--- src/hdl/assert_macros.svh ---
// ---------------------------------------------------------------------------
// Assertion macros
// Shared concurrent assertion shorthands. Define NO_ASSERTIONS to drop them.
// ---------------------------------------------------------------------------
`ifndef ASSERT_MACROS_SVH
`define ASSERT_MACROS_SVH

`ifndef NO_ASSERTIONS

// Same-cycle implication, off during reset
`define ASSERT_IMP(lbl, clk, rst_n, ante, cons) \
  lbl: assert property (@(posedge clk) disable iff (!rst_n) (ante) |-> (cons)) \
    else $error("assertion failed: implication");

// Next-cycle implication, off during reset
`define ASSERT_NEXT(lbl, clk, rst_n, ante, cons) \
  lbl: assert property (@(posedge clk) disable iff (!rst_n) (ante) |=> (cons)) \
    else $error("assertion failed: next-cycle implication");

`else

`define ASSERT_IMP(lbl, clk, rst_n, ante, cons)
`define ASSERT_NEXT(lbl, clk, rst_n, ante, cons)

`endif

`endif

--- src/hdl/wcg_pkg.sv ---
// ---------------------------------------------------------------------------
// wcg_pkg
// Types, constants and pipeline depths of the window coefficient generator.
// ---------------------------------------------------------------------------
package wcg_pkg;

  // Frame and result format
  localparam int unsigned MAX_SIZE_LOG2  = 16;
  localparam int unsigned MIN_SIZE_LOG2  = 4;
  localparam int unsigned COEF_FRAC_BITS = 15;
  localparam int unsigned RND_SHIFT      = 60 - COEF_FRAC_BITS;

  localparam logic [4:0]  LOG2_MIN  = 5'(MIN_SIZE_LOG2);
  localparam logic [4:0]  LOG2_MAX  = 5'(MAX_SIZE_LOG2);
  localparam logic [15:0] COEF_ONE  = 16'(1 << COEF_FRAC_BITS);
  localparam logic [63:0] RND_ADD   = 64'(64'd1 << (RND_SHIFT - 1));

  // Fixed-point ones and half pi
  localparam logic [30:0]        ONE_Q30   = 31'h4000_0000;
  localparam logic signed [63:0] ONE_Q60   = 64'sh1000_0000_0000_0000;
  localparam logic [30:0]        HALF_PI_Q30 = 31'd1686629713;

  // Window constants, Q30
  localparam logic [29:0] C_054 = 30'd579820585;
  localparam logic [29:0] C_046 = 30'd493921239;
  localparam logic [29:0] C_050 = 30'd536870912;
  localparam logic [29:0] C_042 = 30'd450971566;
  localparam logic [29:0] C_008 = 30'd85899346;
  localparam logic [29:0] C_BH0 = 30'd385204879;
  localparam logic [29:0] C_BH1 = 30'd524297395;
  localparam logic [29:0] C_BH2 = 30'd151698245;
  localparam logic [29:0] C_BH3 = 30'd12541305;

  // Window kinds
  typedef enum logic [2:0] {
    WIN_HAMMING  = 3'd0,
    WIN_HANN     = 3'd1,
    WIN_BLACKMAN = 3'd2,
    WIN_BH       = 3'd3,
    WIN_GAUSS    = 3'd4,
    WIN_WELCH    = 3'd5,
    WIN_PARZEN   = 3'd6,
    WIN_RECT     = 3'd7
  } win_kind_t;

  // Configuration register indexes
  localparam logic [1:0] REG_WINDOW_KIND     = 2'd0;
  localparam logic [1:0] REG_WINDOW_SPAN     = 2'd1;
  localparam logic [1:0] REG_FRAME_SIZE_LOG2 = 2'd2;

  // Pipelined divider: numerator bits, divisor bits, bits retired per stage
  localparam int unsigned DIV_NUM_W = 50;
  localparam int unsigned DIV_DEN_W = 17;
  localparam int unsigned DIV_BPS   = 2;
  localparam int unsigned DIV_LAT   = DIV_NUM_W / DIV_BPS;

  // Series evaluation: one Horner step is three stages
  localparam int unsigned HSTEP_LAT = 3;
  localparam int unsigned COS_STEPS = 7;
  localparam int unsigned EXP_STEPS = 12;
  localparam int unsigned COS_LAT   = 3 + COS_STEPS * HSTEP_LAT;
  localparam int unsigned EXP_LAT   = EXP_STEPS * HSTEP_LAT;

  // Alignment, counted from the front register
  localparam int unsigned HARM_OFS = DIV_LAT + COS_LAT;
  localparam int unsigned RAT_DLY  = COS_LAT;
  localparam int unsigned GAU_DLY  = HARM_OFS - 2 - EXP_LAT;
  localparam int unsigned FLG_DLY  = HARM_OFS;
  localparam int unsigned PIPE_LAT = HARM_OFS + 4;

  // Reciprocals for division by small constants
  localparam logic [32:0] MAG_NUM = 33'h0_FFFF_FFFF;

  localparam logic [7:0] COS_DIV [COS_STEPS] =
    '{8'd182, 8'd132, 8'd90, 8'd56, 8'd30, 8'd12, 8'd2};
  localparam logic [31:0] COS_MAG [COS_STEPS] = '{
    32'(MAG_NUM / 182), 32'(MAG_NUM / 132), 32'(MAG_NUM / 90), 32'(MAG_NUM / 56),
    32'(MAG_NUM / 30), 32'(MAG_NUM / 12), 32'(MAG_NUM / 2)};

  localparam logic [7:0] EXP_DIV [EXP_STEPS] = '{
    8'd12, 8'd11, 8'd10, 8'd9, 8'd8, 8'd7, 8'd6, 8'd5, 8'd4, 8'd3, 8'd2, 8'd1};
  localparam logic [31:0] EXP_MAG [EXP_STEPS] = '{
    32'(MAG_NUM / 12), 32'(MAG_NUM / 11), 32'(MAG_NUM / 10), 32'(MAG_NUM / 9),
    32'(MAG_NUM / 8), 32'(MAG_NUM / 7), 32'(MAG_NUM / 6), 32'(MAG_NUM / 5),
    32'(MAG_NUM / 4), 32'(MAG_NUM / 3), 32'(MAG_NUM / 2), 32'(MAG_NUM / 1)};

endpackage

--- src/hdl/wcg_div.sv ---
// ---------------------------------------------------------------------------
// wcg_div
// Pipelined restoring divider, two quotient bits per stage, one item a cycle.
// ---------------------------------------------------------------------------
module wcg_div (
  input  logic                           clk,
  input  logic [wcg_pkg::DIV_NUM_W-1:0]  num_i,
  input  logic [wcg_pkg::DIV_DEN_W-1:0]  den_i,
  output logic [wcg_pkg::DIV_NUM_W-1:0]  quo_o
);

  localparam int unsigned NW = wcg_pkg::DIV_NUM_W;
  localparam int unsigned DW = wcg_pkg::DIV_DEN_W;
  localparam int unsigned NS = wcg_pkg::DIV_LAT;

  // word holds unconsumed numerator bits on top, quotient bits filling in below
  logic [DW-1:0] rem_r [NS];
  logic [NW-1:0] wrd_r [NS];
  logic [DW-1:0] den_r [NS];
  logic [DW-1:0] rem_nxt [NS];
  logic [NW-1:0] wrd_nxt [NS];
  logic [DW-1:0] rem_in [NS];
  logic [NW-1:0] wrd_in [NS];
  logic [DW-1:0] den_in [NS];

  for (genvar s = 0; s < NS; s++) begin : g_stg
    logic [DW:0]   trial;
    logic [DW-1:0] rem_v;
    logic [NW-1:0] wrd_v;
    logic          qb;

    if (s == 0) begin : g_first
      assign rem_in[s] = '0;
      assign wrd_in[s] = num_i;
      assign den_in[s] = den_i;
    end else begin : g_next
      assign rem_in[s] = rem_r[s-1];
      assign wrd_in[s] = wrd_r[s-1];
      assign den_in[s] = den_r[s-1];
    end

    // shift-subtract, one quotient bit per pass
    always_comb begin
      rem_v = rem_in[s];
      wrd_v = wrd_in[s];
      trial = '0;
      qb    = 1'b0;
      for (int b = 0; b < wcg_pkg::DIV_BPS; b++) begin
        trial = {rem_v, wrd_v[NW-1]};
        qb    = (trial >= {1'b0, den_in[s]});
        if (qb) begin
          trial = trial - {1'b0, den_in[s]};
        end
        rem_v = trial[DW-1:0];
        wrd_v = {wrd_v[NW-2:0], qb};
      end
      rem_nxt[s] = rem_v;
      wrd_nxt[s] = wrd_v;
    end

    always_ff @(posedge clk) begin
      rem_r[s] <= rem_nxt[s];
      wrd_r[s] <= wrd_nxt[s];
      den_r[s] <= den_in[s];
    end
  end

  assign quo_o = wrd_r[NS-1];

endmodule

--- config.mk ---
export PLATFORM = sky130hd
export DESIGN_NAME = wcg_div
export DESIGN_NICKNAME = d
export VERILOG_FILES = /design/src/hdl/assert_macros.svh /design/src/hdl/wcg_pkg.sv /design/src/hdl/wcg_div.sv
export SDC_FILE = /design/constraint.sdc
export NUM_CORES = 2
export LEC_CHECK = 0
export BUFFER_PORTS_ARGS = -buffer_cell sky130_fd_sc_hd__buf_2
export CAP_MARGIN = 15
export CORE_UTILIZATION = 54
export DETAILED_ROUTE_END_ITERATION = 16
export PLACE_DENSITY_LB_ADDON = 0.15
export SYNTH_ARGS = -nofsm -noshare
export SYNTH_HDL_FRONTEND = slang
export SYNTH_SLANG_ARGS = --single-unit
--- constraint.sdc ---
create_clock -name clk -period 16 [get_ports clk]
set_input_delay 3.2 -clock clk [delete_from_list [all_inputs] [get_ports clk]]
set_output_delay 3.2 -clock clk [all_outputs]
set_load 0.01 [all_outputs]
[Word-level counts from Yosys, hierarchy flattened]
Memory sizes are Yosys's and may differ from the RTL's.
Index checks and enable logic that the tools add are counted.
Word-level totals
  flip-flop bits (word level): 0
  logic and storage cells: 153
  output and inout bits: 50
  bits in writable memories: 2100
  input bits: 68
  memories: 3
Memories
  wrd_r: words 25, bits a word 50, rd ports 25, clocked after Yosys merged registers in 0, wr ports 25, RTL line wcg_div.sv:18  | logic [NW-1:0] wrd_r [NS];
  den_r: words 25, bits a word 17, rd ports 24, clocked after Yosys merged registers in 0, wr ports 25, RTL line wcg_div.sv:19  | logic [DW-1:0] den_r [NS];
  rem_r: words 25, bits a word 17, rd ports 24, clocked after Yosys merged registers in 0, wr ports 25, RTL line wcg_div.sv:17  | logic [DW-1:0] rem_r [NS];
Cells by class
  muxes and demuxes: 50
  magnitude comparators: 50
  add/subtract/negate cells: 50
Operator list (count)
  >= comparator 18 x 17 -> 1 bit: 49
  2-to-1 mux 17 bit: 50
  subtractor 17 bit: 49
  >= comparator 1 x 17 -> 1 bit: 1
  subtractor 1 x 17 -> 17 bit: 1

[Logic depth before layout (Yosys ltp)]
An unclocked memory read counts as a cell.
  depth after elaboration: 5
  depth in mapped cells: 26
  gate-level depth less buffers: 23

[Worst setup path after synthesis]
OpenSTA, ideal clock, no wires.
  path kind: input -> register
  start point: in num_i[49] (netlist bit)
  end point: mem rem_r[0][10] (netlist bit)
  slack: 9.513 ns
  cell stages on the path: 15
  path buffers: 0
  data required time: 15.940 ns
  arrival time: 6.427 ns
  setup time: 0.060 ns
  cell sequence: inv_1 ha_1 o21ai_1 nor2_1 and2_1 ha_1 nor2b_1 o31a_1 o211ai_1 a21oi_1 o211ai_1 a31oi_1 or3_1 nor4_1 a21o_1
RTL lines
  start: declaration: RTL line wcg_div.sv:7  | input logic [wcg_pkg::DIV_NUM_W-1:0] num_i,
  end: declaration: RTL line wcg_div.sv:17

==> reports/metrics.cfg <==
[timing]
period_needed_ps=7370
finalSetupViolCount=0
max_freq_ghz=0.136
hold_viol_final=0
finalSetupTns_ps=0
slew_violations=0
finalCritPeriodShare_pct=46.0
timing.slew.headroom_pct=27.1
fin_skew_ps=70.2
worst_pin_slew_ps=1090
rsz0062_at_grt=false

[place]
dp_cells=10800
finalWeightedCongestion=0.906
dpl.hpwl_um=139000
port-buffer-count=117
placed_cell_area_um2=91500

[clock_tree]
cts-root-buf=clkbuf_16
cts_tree=done
cts_setup_buffers=0
cts_buffers=203
hold_buffers=0
cts.path.max_buffers=3
clock_sink_count=2066
worstSkewPairLatency_ps=870
postCtsResizedCells=0
clkSlewWorstSetupHoldPaths_ps=70
cts.htree.levels=4

[global_routing]
grt_pass1_wl_um=292000
overflow=0
grt_max_degree=34
track_usage_pct=21.7
antenna_found_initial=5
grt_pass1_vias=58100

[min_path]
holdCritStartpoint=wrd_r[1][152]$_DFF_P_
hp-class=reg -> reg

[logic_synthesis]
syn_area_per_cell_um2=10.3
synth_edf_count=0
ys.warnings.count=0
ys_seq_area_share_pct=46.8
synth.distinct_cells=101
synth_area_um2=88400
ys_ff_latch=2066
syn_inst=8553
synthFlopType=dfxtp_1
synthArstFlopShare_pct=0
synth_nets=9504

[layout]
mostFrequentLayoutCells=2,066 x dfxtp_1, 835 x ha_1, 690 x inv_1
drive_gt1_share_pct=12.1
finalNonFillerCells=11100
syn_to_final_growth_pct=11.6
fin_util_pct=60.7
nNetsFinal=9754
finish.instance_area_um2=98700
final_common_cell=dfxtp_1

[worst_setup_path]
r2r-start=den_r[0][85]$_DFF_P_
startpoint=den_i[15]
critPathArrivalTime_ps=8120
crit_required_ps=16750
path_max_fanout=21
cp-end-kind=register
cp-start-kind=primary input
crit_type=in -> reg

[floorplan]
initial_utilization_pct=54.4
io_pins=118
core-area_um2=163000
die_h_um=407
die_w_um=407
die_area_um2=165000
rows=148

[route]
wl_per_cell_um=16.3
drc=0
drtPass1Iterations=5
drtIter0Drc=3624
routed_via_density=5.42
wirelength_um=182000
ant_nets=0
dr_total_vias=60500

[run_status]
status=complete, no violations

[flow_run]
cap_violations=0

[metal layers]
metal / GRT usage (%) / part of all wire [%] / up-vias
met5: 0 / 0 / -
li1: - / - / 30700
met4: 7.12 / 2.7 / 0
met2: 35.8 / 46 / 1232
met3: 3.31 / 4.6 / 336
met1: 28.8 / 46 / 28200
[flip-flops by register name, summed over array words and instances (netlist names)]
register and cells:
rem_r 408, wrd_r 1250, den_r 408
[synth_stat cells, types with 84 or more instances]
library cell | number | area, um2
o21a_1 | 150 | 1130
xor2_1 | 204 | 1790
o21bai_1 | 84 | 631
nand4_1 | 107 | 669
ha_1 | 835 | 10400
nand2_1 | 418 | 1570
a211oi_1 | 84 | 631
nor3_1 | 112 | 561
a21o_1 | 199 | 1490
nor2_1 | 472 | 1770
o21ai_0 | 450 | 2250
dfxtp_1 | 2066 | 41400
xnor2_1 | 421 | 3690
mux2_2 | 480 | 5410
nand3_1 | 116 | 581
inv_1 | 690 | 2590
a21oi_1 | 590 | 2950
[logic make-up after synthesis]
kind of cell | after synthesis | share of synthesized area (%)
xor gates and xnor gates | 625 | 6.19
buffers and inverters | 789 | 3.49
and+or+nand+nor | 1604 | 8.69
DFF | 2066 | 46.8
adders and majority gates | 883 | 12.9
AOI/OAI and AO/OA | 2014 | 14.7
muxes | 572 | 7.32
[per-stage QoR]
| step | worst slack (ps) | hold slack (ps) |
|---|---|---|
| floorplan | 9510 | 310 |
| global placement | 7890 | 310 |
| detailed placement | 7880 | 312 |
| CTS | 8750 | 256 |
| global route | 8310 | 268 |
| finish | 8630 | 260 |
[area by class of cell]
type | instances | area, um2
tap | 2175 | 2720
fill | 13600 | 63900
timing repair buffer | 143 | 788
clock inverter | 112 | 1620
sequential | 2066 | 41400
antenna | 3 | 7.51
clock buffer | 260 | 5600
multi-input combinational | 5698 | 44000
inverter | 691 | 2590
[worst paths after layout]
kind                           endpoint  slack, ps  depth (start not counted)
hold reg to reg   wrd_r[1][204]$_DFF_P_        260                          0
hold / removal    wrd_r[1][204]$_DFF_P_        260                          0
setup / recovery   rem_r[0][14]$_DFF_P_       8630                         15
setup reg to reg  rem_r[0][105]$_DFF_P_       9260                         20
[critical path, cell delays in order]
cell	delay [ps]
buf_2	110
nor4_1	440
nand3_1	590
nor2_1	430
and2_1	220
ha_1	290
nor2b_1	170
o31a_1	270
o211ai_1	240
a21oi_1	160
o211ai_1	250
a31oi_1	110
or3_1	630
nor4_1	820
a21o_1	150
Power is left out: the tool's default activity adds up to more than one toggle a clock period on the data nets, which glitch-free logic cannot reach.
